==> config.mk <==
export PLATFORM = sky130hd
export DESIGN_NAME = go_back_n_sender_window_core_flat
export DESIGN_NICKNAME = d
export VERILOG_FILES = /design/src/gbn_pkg.sv /design/src/gbn_if.sv /design/src/go_back_n_sender_window_core.sv /design/src/flat_wrapper.sv
export SDC_FILE = /design/constraint.sdc
export NUM_CORES = 1
export LEC_CHECK = 0
export BUFFER_PORTS_ARGS = -buffer_cell sky130_fd_sc_hd__buf_2
export CORE_UTILIZATION = 62
export CTS_BUF_LIST = sky130_fd_sc_hd__clkbuf_4
export CTS_CLUSTER_SIZE = 12
export DETAILED_ROUTE_END_ITERATION = 7
export HOLD_SLACK_MARGIN = 0.06
export PLACE_DENSITY_LB_ADDON = 0.08
export SKIP_CTS_REPAIR_TIMING = 1
export SLEW_MARGIN = 20
export SYNTH_ARGS = -nofsm -noshare
export SYNTH_HDL_FRONTEND = slang
export SYNTH_SLANG_ARGS = --single-unit
==> constraint.sdc <==
create_clock -name clk -period 4.67 [get_ports clk]
set_input_delay 0.2335 -clock clk [delete_from_list [all_inputs] [get_ports clk]]
set_output_delay 0.2335 -clock clk [all_outputs]
set_load 0.02 [all_outputs]
==> src/gbn_pkg.sv <==
// Package for the Go-Back-N sender window core.
// Holds field widths, sequence constants, mode, kind and register codes.
// No dependencies; every other file imports it.
package gbn_pkg;

    // Field widths.
    localparam int SEQ_W  = 3;
    localparam int LEN_W  = 5;
    localparam int MODE_W = 2;
    localparam int KIND_W = 3;
    localparam int WIN_W  = 3;
    localparam int TMO_W  = 16;
    localparam int CFG_IDX_W  = 1;
    localparam int CFG_DATA_W = 16;

    // Sequence space and payload limits.
    localparam int SEQ_MOD = 1 << SEQ_W;
    localparam logic [SEQ_W-1:0] SEQ_MASK = SEQ_W'(SEQ_MOD - 1);
    localparam int MAX_PAYLOAD = 30;

    // Register reset values.
    localparam logic [WIN_W-1:0] WIN_RESET = WIN_W'(7);
    localparam logic [TMO_W-1:0] TMO_RESET = TMO_W'(2000);

    // Configuration register indexes.
    localparam logic [CFG_IDX_W-1:0] CFG_WINDOW  = CFG_IDX_W'(0);
    localparam logic [CFG_IDX_W-1:0] CFG_TIMEOUT = CFG_IDX_W'(1);

    // Input item modes.
    localparam logic [MODE_W-1:0] MODE_SEND = 2'd0;
    localparam logic [MODE_W-1:0] MODE_ACK  = 2'd1;
    localparam logic [MODE_W-1:0] MODE_TICK = 2'd2;
    localparam logic [MODE_W-1:0] MODE_END  = 2'd3;

    // Result kinds.
    localparam logic [KIND_W-1:0] KIND_NEW     = 3'd0;
    localparam logic [KIND_W-1:0] KIND_RETX    = 3'd1;
    localparam logic [KIND_W-1:0] KIND_END     = 3'd2;
    localparam logic [KIND_W-1:0] KIND_REJECT  = 3'd3;
    localparam logic [KIND_W-1:0] KIND_ACK_OK  = 3'd4;
    localparam logic [KIND_W-1:0] KIND_ACK_IGN = 3'd5;

endpackage

==> src/gbn_if.sv <==
// Valid/ready channel interfaces for the Go-Back-N sender window core.
// Depends on gbn_pkg for the field widths.
interface gbn_req_if;
    import gbn_pkg::*;

    logic              valid;
    logic              ready;
    logic [MODE_W-1:0] mode;
    logic [LEN_W-1:0]  payload_length;
    logic [SEQ_W-1:0]  ack_seq;

    modport source (output valid, output mode, output payload_length, output ack_seq,
                    input ready);
    modport sink   (input valid, input mode, input payload_length, input ack_seq,
                    output ready);
endinterface

interface gbn_res_if;
    import gbn_pkg::*;

    logic              valid;
    logic              ready;
    logic [KIND_W-1:0] kind;
    logic [SEQ_W-1:0]  frame_seq;
    logic [LEN_W-1:0]  frame_length;
    logic [SEQ_W-1:0]  outstanding_count;
    logic [SEQ_W-1:0]  base_seq;
    logic              last;

    modport source (output valid, output kind, output frame_seq, output frame_length,
                    output outstanding_count, output base_seq, output last,
                    input ready);
    modport sink   (input valid, input kind, input frame_seq, input frame_length,
                    input outstanding_count, input base_seq, input last,
                    output ready);
endinterface

==> src/go_back_n_sender_window_core.sv <==
// Go-Back-N sender window core: window state, length memory and resend sequencer.
// Depends on gbn_pkg and the channel interfaces in gbn_if.sv.
//
//   Channel | Direction | Payload
//   --------+-----------+--------------------------------------------------------
//   req     | in        | mode, payload_length, ack_seq
//   res     | out       | kind, frame_seq, frame_length, outstanding_count,
//           |           | base_seq, last
//   cfg     | in        | cfg_we, cfg_index, cfg_wdata (write only)
//
// Send, ack and end items each produce one result; a tick produces none unless it
// expires. An expiring tick resends the N outstanding frames: the length memory is
// read one frame per cycle unless stalled; each read is registered before it goes out.
// Reset clears the window state and the timer; the length memory is not cleared.
// A stalled result holds the output register; during a resend the sequencer
// waits on it and no new item is taken.
module go_back_n_sender_window_core
(
    input  logic                               clk,
    input  logic                               rst_n,
    input  logic                               cfg_we,
    input  logic [gbn_pkg::CFG_IDX_W-1:0]      cfg_index,
    input  logic [gbn_pkg::CFG_DATA_W-1:0]     cfg_wdata,
    gbn_req_if.sink                            req,
    gbn_res_if.source                          res
);
    import gbn_pkg::*;

    typedef enum logic {ST_IDLE, ST_RETX} state_t;

    state_t            state_reg, state_next;
    logic [WIN_W-1:0]  win_reg;
    logic [TMO_W-1:0]  tmo_reg;
    logic [SEQ_W-1:0]  send_base_reg, send_base_next;
    logic [SEQ_W-1:0]  next_seq_reg, next_seq_next;
    logic [SEQ_W-1:0]  outstanding_reg, outstanding_next;
    logic [TMO_W-1:0]  timer_reg, timer_next;

    // Resend sequencer and memory read stage.
    logic [SEQ_W-1:0]  retx_left_reg, retx_left_next;
    logic [SEQ_W-1:0]  retx_seq_reg, retx_seq_next;
    logic              rd_valid_reg, rd_valid_next;
    logic [SEQ_W-1:0]  rd_seq_reg;
    logic              rd_last_reg;
    logic [LEN_W-1:0]  rd_data_reg;

    // Output register.
    logic              out_valid_reg, out_valid_next;
    logic [KIND_W-1:0] out_kind_reg, out_kind_next;
    logic [SEQ_W-1:0]  out_seq_reg, out_seq_next;
    logic [LEN_W-1:0]  out_len_reg, out_len_next;
    logic [SEQ_W-1:0]  out_cnt_reg;
    logic [SEQ_W-1:0]  out_base_reg;
    logic              out_last_reg, out_last_next;

    logic [LEN_W-1:0]  len_store [SEQ_MOD];

    logic              out_free;
    logic              accept;
    logic              load_out;
    logic              mem_we;
    logic              rd_issue;
    logic [LEN_W-1:0]  plen_sat;
    logic [SEQ_W-1:0]  win_eff;
    logic [TMO_W-1:0]  limit;
    logic [TMO_W-1:0]  timer_inc;
    logic [SEQ_W-1:0]  ack_off;

    // Handshake: one item at a time, taken in the idle state while the output register can move.
    assign out_free  = !out_valid_reg || res.ready;
    assign req.ready = (state_reg == ST_IDLE) && out_free;
    assign accept    = req.valid && req.ready;

    // Saturated length, effective window and timeout limit.
    assign plen_sat  = (req.payload_length > LEN_W'(MAX_PAYLOAD)) ? LEN_W'(MAX_PAYLOAD)
                                                                    : req.payload_length;
    assign win_eff   = (SEQ_W'(win_reg) < SEQ_MASK) ? SEQ_W'(win_reg) : SEQ_MASK;
    assign limit     = (tmo_reg == '0) ? TMO_W'(1) : tmo_reg;
    assign timer_inc = (timer_reg == '1) ? timer_reg : timer_reg + TMO_W'(1);
    assign ack_off   = req.ack_seq - send_base_reg;

    // Next-state logic for the window, timer, sequencer and output register.
    always_comb
    begin
        state_next       = state_reg;
        send_base_next   = send_base_reg;
        next_seq_next    = next_seq_reg;
        outstanding_next = outstanding_reg;
        timer_next       = timer_reg;
        retx_left_next   = retx_left_reg;
        retx_seq_next    = retx_seq_reg;
        rd_valid_next    = rd_valid_reg;
        load_out         = 1'b0;
        mem_we           = 1'b0;
        rd_issue         = 1'b0;
        out_kind_next    = KIND_REJECT;
        out_seq_next     = next_seq_reg;
        out_len_next     = '0;
        out_last_next    = 1'b1;

        unique case (state_reg)
            ST_IDLE:
            begin
                if (accept)
                begin
                    unique case (req.mode)
                        MODE_SEND:
                        begin
                            load_out = 1'b1;
                            if (outstanding_reg < win_eff)
                            begin
                                mem_we           = 1'b1;
                                if (outstanding_reg == '0)
                                begin
                                    timer_next = '0;
                                end
                                next_seq_next    = next_seq_reg + SEQ_W'(1);
                                outstanding_next = outstanding_reg + SEQ_W'(1);
                                out_kind_next    = KIND_NEW;
                                out_len_next     = plen_sat;
                            end
                        end
                        MODE_ACK:
                        begin
                            load_out     = 1'b1;
                            out_seq_next = req.ack_seq;
                            if (ack_off < outstanding_reg)
                            begin
                                send_base_next   = req.ack_seq + SEQ_W'(1);
                                outstanding_next = outstanding_reg - ack_off - SEQ_W'(1);
                                timer_next       = '0;
                                out_kind_next    = KIND_ACK_OK;
                            end
                            else
                            begin
                                out_kind_next = KIND_ACK_IGN;
                            end
                        end
                        MODE_TICK:
                        begin
                            if (outstanding_reg == '0)
                            begin
                                timer_next = '0;
                            end
                            else if (timer_inc >= limit)
                            begin
                                timer_next     = '0;
                                retx_left_next = outstanding_reg;
                                retx_seq_next  = send_base_reg;
                                state_next     = ST_RETX;
                            end
                            else
                            begin
                                timer_next = timer_inc;
                            end
                        end
                        MODE_END:
                        begin
                            load_out = 1'b1;
                            if (outstanding_reg == '0)
                            begin
                                out_kind_next = KIND_END;
                            end
                        end
                        default:
                        begin
                            load_out = 1'b0;
                        end
                    endcase
                end
            end
            ST_RETX:
            begin
                // Move a read frame into the output register when it is free.
                if (rd_valid_reg && out_free)
                begin
                    load_out      = 1'b1;
                    out_kind_next = KIND_RETX;
                    out_seq_next  = rd_seq_reg;
                    out_len_next  = rd_data_reg;
                    out_last_next = rd_last_reg;
                    rd_valid_next = 1'b0;
                    if (rd_last_reg)
                    begin
                        state_next = ST_IDLE;
                    end
                end
                // Issue the next memory read once the read stage can take it.
                if ((retx_left_reg != '0) && (!rd_valid_reg || out_free))
                begin
                    rd_issue       = 1'b1;
                    rd_valid_next  = 1'b1;
                    retx_left_next = retx_left_reg - SEQ_W'(1);
                    retx_seq_next  = retx_seq_reg + SEQ_W'(1);
                end
            end
            default:
            begin
                state_next = ST_IDLE;
            end
        endcase

        if (load_out)
        begin
            out_valid_next = 1'b1;
        end
        else if (res.ready)
        begin
            out_valid_next = 1'b0;
        end
        else
        begin
            out_valid_next = out_valid_reg;
        end
    end

    // Control state and configuration registers.
    always_ff @(posedge clk or negedge rst_n)
    begin
        if (!rst_n)
        begin
            state_reg       <= ST_IDLE;
            win_reg         <= WIN_RESET;
            tmo_reg         <= TMO_RESET;
            send_base_reg   <= '0;
            next_seq_reg    <= '0;
            outstanding_reg <= '0;
            timer_reg       <= '0;
            retx_left_reg   <= '0;
            retx_seq_reg    <= '0;
            rd_valid_reg    <= 1'b0;
            out_valid_reg   <= 1'b0;
        end
        else
        begin
            state_reg       <= state_next;
            send_base_reg   <= send_base_next;
            next_seq_reg    <= next_seq_next;
            outstanding_reg <= outstanding_next;
            timer_reg       <= timer_next;
            retx_left_reg   <= retx_left_next;
            retx_seq_reg    <= retx_seq_next;
            rd_valid_reg    <= rd_valid_next;
            out_valid_reg   <= out_valid_next;
            if (cfg_we)
            begin
                if (cfg_index == CFG_WINDOW)
                begin
                    win_reg <= cfg_wdata[WIN_W-1:0];
                end
                else if (cfg_index == CFG_TIMEOUT)
                begin
                    tmo_reg <= cfg_wdata[TMO_W-1:0];
                end
            end
        end
    end

    // Length memory: written by accepted sends, read by the resend sequencer.
    // The two never meet in one cycle because no item is taken during a resend.
    always_ff @(posedge clk)
    begin
        if (mem_we)
        begin
            len_store[next_seq_reg] <= plen_sat;
        end
        if (rd_issue)
        begin
            rd_data_reg <= len_store[retx_seq_reg];
            rd_seq_reg  <= retx_seq_reg;
            rd_last_reg <= (retx_left_reg == SEQ_W'(1));
        end
    end

    // Output payload register.
    always_ff @(posedge clk)
    begin
        if (load_out)
        begin
            out_kind_reg <= out_kind_next;
            out_seq_reg  <= out_seq_next;
            out_len_reg  <= out_len_next;
            out_cnt_reg  <= outstanding_next;
            out_base_reg <= send_base_next;
            out_last_reg <= out_last_next;
        end
    end

    assign res.valid             = out_valid_reg;
    assign res.kind              = out_kind_reg;
    assign res.frame_seq         = out_seq_reg;
    assign res.frame_length      = out_len_reg;
    assign res.outstanding_count = out_cnt_reg;
    assign res.base_seq          = out_base_reg;
    assign res.last              = out_last_reg;

endmodule

==> src/flat_wrapper.sv <==
// flat-port wrapper written by rule: the top's interface ports become plain ports
module go_back_n_sender_window_core_flat import gbn_pkg::*;
  (clk, rst_n, cfg_we, cfg_index, cfg_wdata, req_valid, req_mode, req_payload_length, req_ack_seq, req_ready, res_valid, res_kind, res_frame_seq, res_frame_length, res_outstanding_count, res_base_seq, res_last, res_ready);
  gbn_req_if req_i ();
  gbn_res_if res_i ();
  input  logic clk;
  input  logic rst_n;
  input  logic cfg_we;
  input  logic [gbn_pkg::CFG_IDX_W-1:0] cfg_index;
  input  logic [gbn_pkg::CFG_DATA_W-1:0] cfg_wdata;
  input wire logic [$bits(req_i.valid)-1:0] req_valid;
  input wire logic [$bits(req_i.mode)-1:0] req_mode;
  input wire logic [$bits(req_i.payload_length)-1:0] req_payload_length;
  input wire logic [$bits(req_i.ack_seq)-1:0] req_ack_seq;
  output wire logic [$bits(req_i.ready)-1:0] req_ready;
  output wire logic [$bits(res_i.valid)-1:0] res_valid;
  output wire logic [$bits(res_i.kind)-1:0] res_kind;
  output wire logic [$bits(res_i.frame_seq)-1:0] res_frame_seq;
  output wire logic [$bits(res_i.frame_length)-1:0] res_frame_length;
  output wire logic [$bits(res_i.outstanding_count)-1:0] res_outstanding_count;
  output wire logic [$bits(res_i.base_seq)-1:0] res_base_seq;
  output wire logic [$bits(res_i.last)-1:0] res_last;
  input wire logic [$bits(res_i.ready)-1:0] res_ready;
  assign req_i.valid = req_valid;
  assign req_i.mode = req_mode;
  assign req_i.payload_length = req_payload_length;
  assign req_i.ack_seq = req_ack_seq;
  assign req_ready = req_i.ready;
  assign res_valid = res_i.valid;
  assign res_kind = res_i.kind;
  assign res_frame_seq = res_i.frame_seq;
  assign res_frame_length = res_i.frame_length;
  assign res_outstanding_count = res_i.outstanding_count;
  assign res_base_seq = res_i.base_seq;
  assign res_last = res_i.last;
  assign res_i.ready = res_ready;
  go_back_n_sender_window_core u_core (.clk(clk), .rst_n(rst_n), .cfg_we(cfg_we), .cfg_index(cfg_index), .cfg_wdata(cfg_wdata), .req(req_i), .res(res_i));
endmodule
==> flow_metrics.env <==
export IMPL_drive_gt1_frac=0.263
export IMPL_nNetsFinal=646
export IMPL_avgSynthCellArea_sq_um=12.2
export IMPL_cts_tree="yes"
export IMPL_holdCritPathClass="input port to register"
export IMPL_min_period_ns=4.16
export IMPL_arrival_ns=4.64
export IMPL_synth_top_area_share=0.327
export IMPL_slew_headroom=0.326
export IMPL_grt_overflow=0
export IMPL_synthSimpleGateAreaFrac=0.127
export IMPL_synth_xor_area_frac=0.0228
export IMPL_slew_violations=0
export IMPL_synth_edf_count=67
export IMPL_synth_top_family_by_area="simple AND/OR/NAND/NOR gates"
export IMPL_finalHoldViolCount=0
export IMPL_row_count=35
export IMPL_die_h_um=102
export IMPL_yosys_mux_area_fraction=0.0979
export IMPL_critPathCaptureType="register"
export IMPL_synthToLayoutAreaGrowth_pct=14.7
export IMPL_layout_commonest_cell="edfxtp_1"
export IMPL_largest_reg_flops=40
export IMPL_clk_pin_slew_ns=0.13
export IMPL_fin_cells=723
export IMPL_critPathRequiredTime_ns=5.15
export IMPL_die_area_sq_um=10300
export IMPL_status="completed"
export IMPL_setup_violations_final=0
export IMPL_gp_congestion=0.863
export IMPL_grt_pass1_vias=3991
export IMPL_layout_common_cells="67 x edfxtp_1, 51 x buf_2, 49 x nand2_1, 44 x dfrtp_1, 32 x inv_1"
export IMPL_fill_cells=619
export IMPL_fin_tns_setup_ns=0
export IMPL_syn_instance_count=504
export IMPL_yosys_warnings=0
export IMPL_period_share=0.890
export IMPL_viasPerCell=5.70
export IMPL_clk_path_buf_depth=2
export IMPL_p_leak_nw=2.92
export IMPL_worstSetupPathType="register to register"
export IMPL_floorplan_initialDensity=0.653
export IMPL_synth_cell_types=70
export IMPL_num_vias=4121
export IMPL_antenna_found_initial=0
export IMPL_rsz0062_at_grt="no"
export IMPL_cap_violations=0
export IMPL_max_slew_worst_pin_slew_ns=1.00
export IMPL_grt_use_total=0.262
export IMPL_io_buffer_count=51
export IMPL_hpwl_mm=8.65
export IMPL_drt_iter0_markers=210
export IMPL_path_max_fanout=18
export IMPL_reg2reg_setup_slack_ns=0.51
export IMPL_skew_ns=0.0301
export IMPL_synth_flop_cell="edfxtp_1"
export IMPL_wirelength_mm=12.6
export IMPL_fp_dieW_um=102
export IMPL_yosysTopAreaCell="edfxtp_1"
export IMPL_clockRootBuffer="clkbuf_4"
export IMPL_startpoint_type="register"
export IMPL_clkLatencyLatePin_ns=0.55
export IMPL_synth_area_leaders="edfxtp_1 33%, dfrtp_1 18%, ha_1 6.3%"
export IMPL_postRouteAntennaNets=0
export IMPL_io_pins=52
export IMPL_yosysSeqAreaShare=0.545
export IMPL_htreeDepth=4
export IMPL_drc_errors=0
export IMPL_placed_cells=665
export IMPL_synth_cell_area_sq_um=6150
export IMPL_synth_compound_area_frac=0.102
export IMPL_powerDensity_nw_per_um2=402
export IMPL_wl_per_cell_um=17.5
export IMPL_async_reset_ff_frac=0.442
export IMPL_syn_nets=569
export IMPL_max_freq_mhz=240
export IMPL_numCtsBuffers=17
export IMPL_firstDrtPassIters=5
export IMPL_coreArea_sq_um=9420
export IMPL_antenna_cells=0
export IMPL_peakVddDrop_mv=0.425
export IMPL_grt_start_max_net_pins=54
export IMPL_clock_sinks=120
export IMPL_synthAdderAreaFrac=0.0696
export IMPL_synth_seq_cells=120
export IMPL_grt_pass1_wl_mm=19.9
export IMPL_place_ws_ns=0.638
export IMPL_fin_ws_ns=0.512
## layout make-up
class,count,area [sq um],share of cell area
flip-flops and latches,120,3350,0.475
multi-input cells,330,2580,0.366
repair buffers,79,531,0.0752
clock inverters,15,180,0.0255
well taps,129,161,0.0229
clock buffers,17,128,0.0181
inverters,33,125,0.0177
## worst paths after layout
path | startpoint | end | cells past startpoint
min reg2reg | u_core.tmo_reg[0] | u_core.tmo_reg[0] | 1
max reg2reg | u_core.timer_reg[0] | u_core.timer_reg[4] | 13
min in group asynchronous | rst_n | u_core.timer_reg[3] | 3
max in group asynchronous | rst_n | u_core.outstanding_reg[2] | 3
min | res_ready | u_core.res.valid | 3
max | u_core.timer_reg[0] | u_core.timer_reg[4] | 13
## per-layer routing
metal / GRT usage / wire (um) / share of wire / up-vias
met2: 0.429 / 6500 / 0.51 / 85
met3: 0.0725 / 559 / 0.044 / 16
met5: 0 / 0 / 0 / -
li1: - / - / - / 2014
met4: 0.114 / 191 / 0.015 / 0
met1: 0.329 / 5390 / 0.43 / 2006
## critical path, stage by stage (launching register included)
cell and delay [ns]:
dfrtp_1 0.47, ha_1 0.24, nand4_1 0.15, nor2_1 0.25, nand4_1 0.22, nor2_1 0.25, mux2_2 0.37, ha_1 0.31
nand4_1 0.14, nor3_1 0.09, nor4_1 0.48, nand4b_2 0.45, nor2_1 0.46, a22o_1 0.21
## Yosys cell counts, drive strengths merged (9+ instances only)
library cell  instances
ha                   31
nand2                49
a21oi                21
nor3                  9
nand3                13
o21ai                28
a22o                 10
nand2b               13
mux2                 29
dfstp                 9
inv                  32
mux4                 10
nor2                 22
clkbuf               15
edfxtp               67
dfrtp                44
xnor2                 9
## cells by family (layout without fill, tap and decap cells)
group | count (synthesis) | count (layout)
AOI/OAI and AO/OA | 92 | 92
xor gates and xnor gates | 16 | 16
adders and majority gates | 33 | 33
buffers and inverters | 54 | 144
DFF | 120 | 120
muxes | 44 | 44
and+or+nand+nor | 145 | 145
## through the flow
| step | hold slack (ns) | util | area [sq um] | power (mW) |
|---|---|---|---|---|
| after floorplan | -0.0621 | - | 6150 | 1.85 |
| after global placement | 0.397 | 0.689 | 6480 | 2.00 |
| after detailed placement | 0.407 | 0.689 | 6480 | 2.03 |
| after CTS | -0.211 | 0.721 | 6790 | 2.83 |
| after global routing | 0.0636 | 0.749 | 7050 | 3.01 |
| final | 0.0840 | 0.749 | 7050 | 2.83 |
## power breakdown
group          total (mW)  switching (mW)  internal, mW
Sequential           1.35           0.112          1.24
Clock               0.800           0.462         0.338
Combinational       0.683           0.385         0.298
Total                2.83           0.960          1.87
No activity file was read; power rests on OpenSTA's default activity.
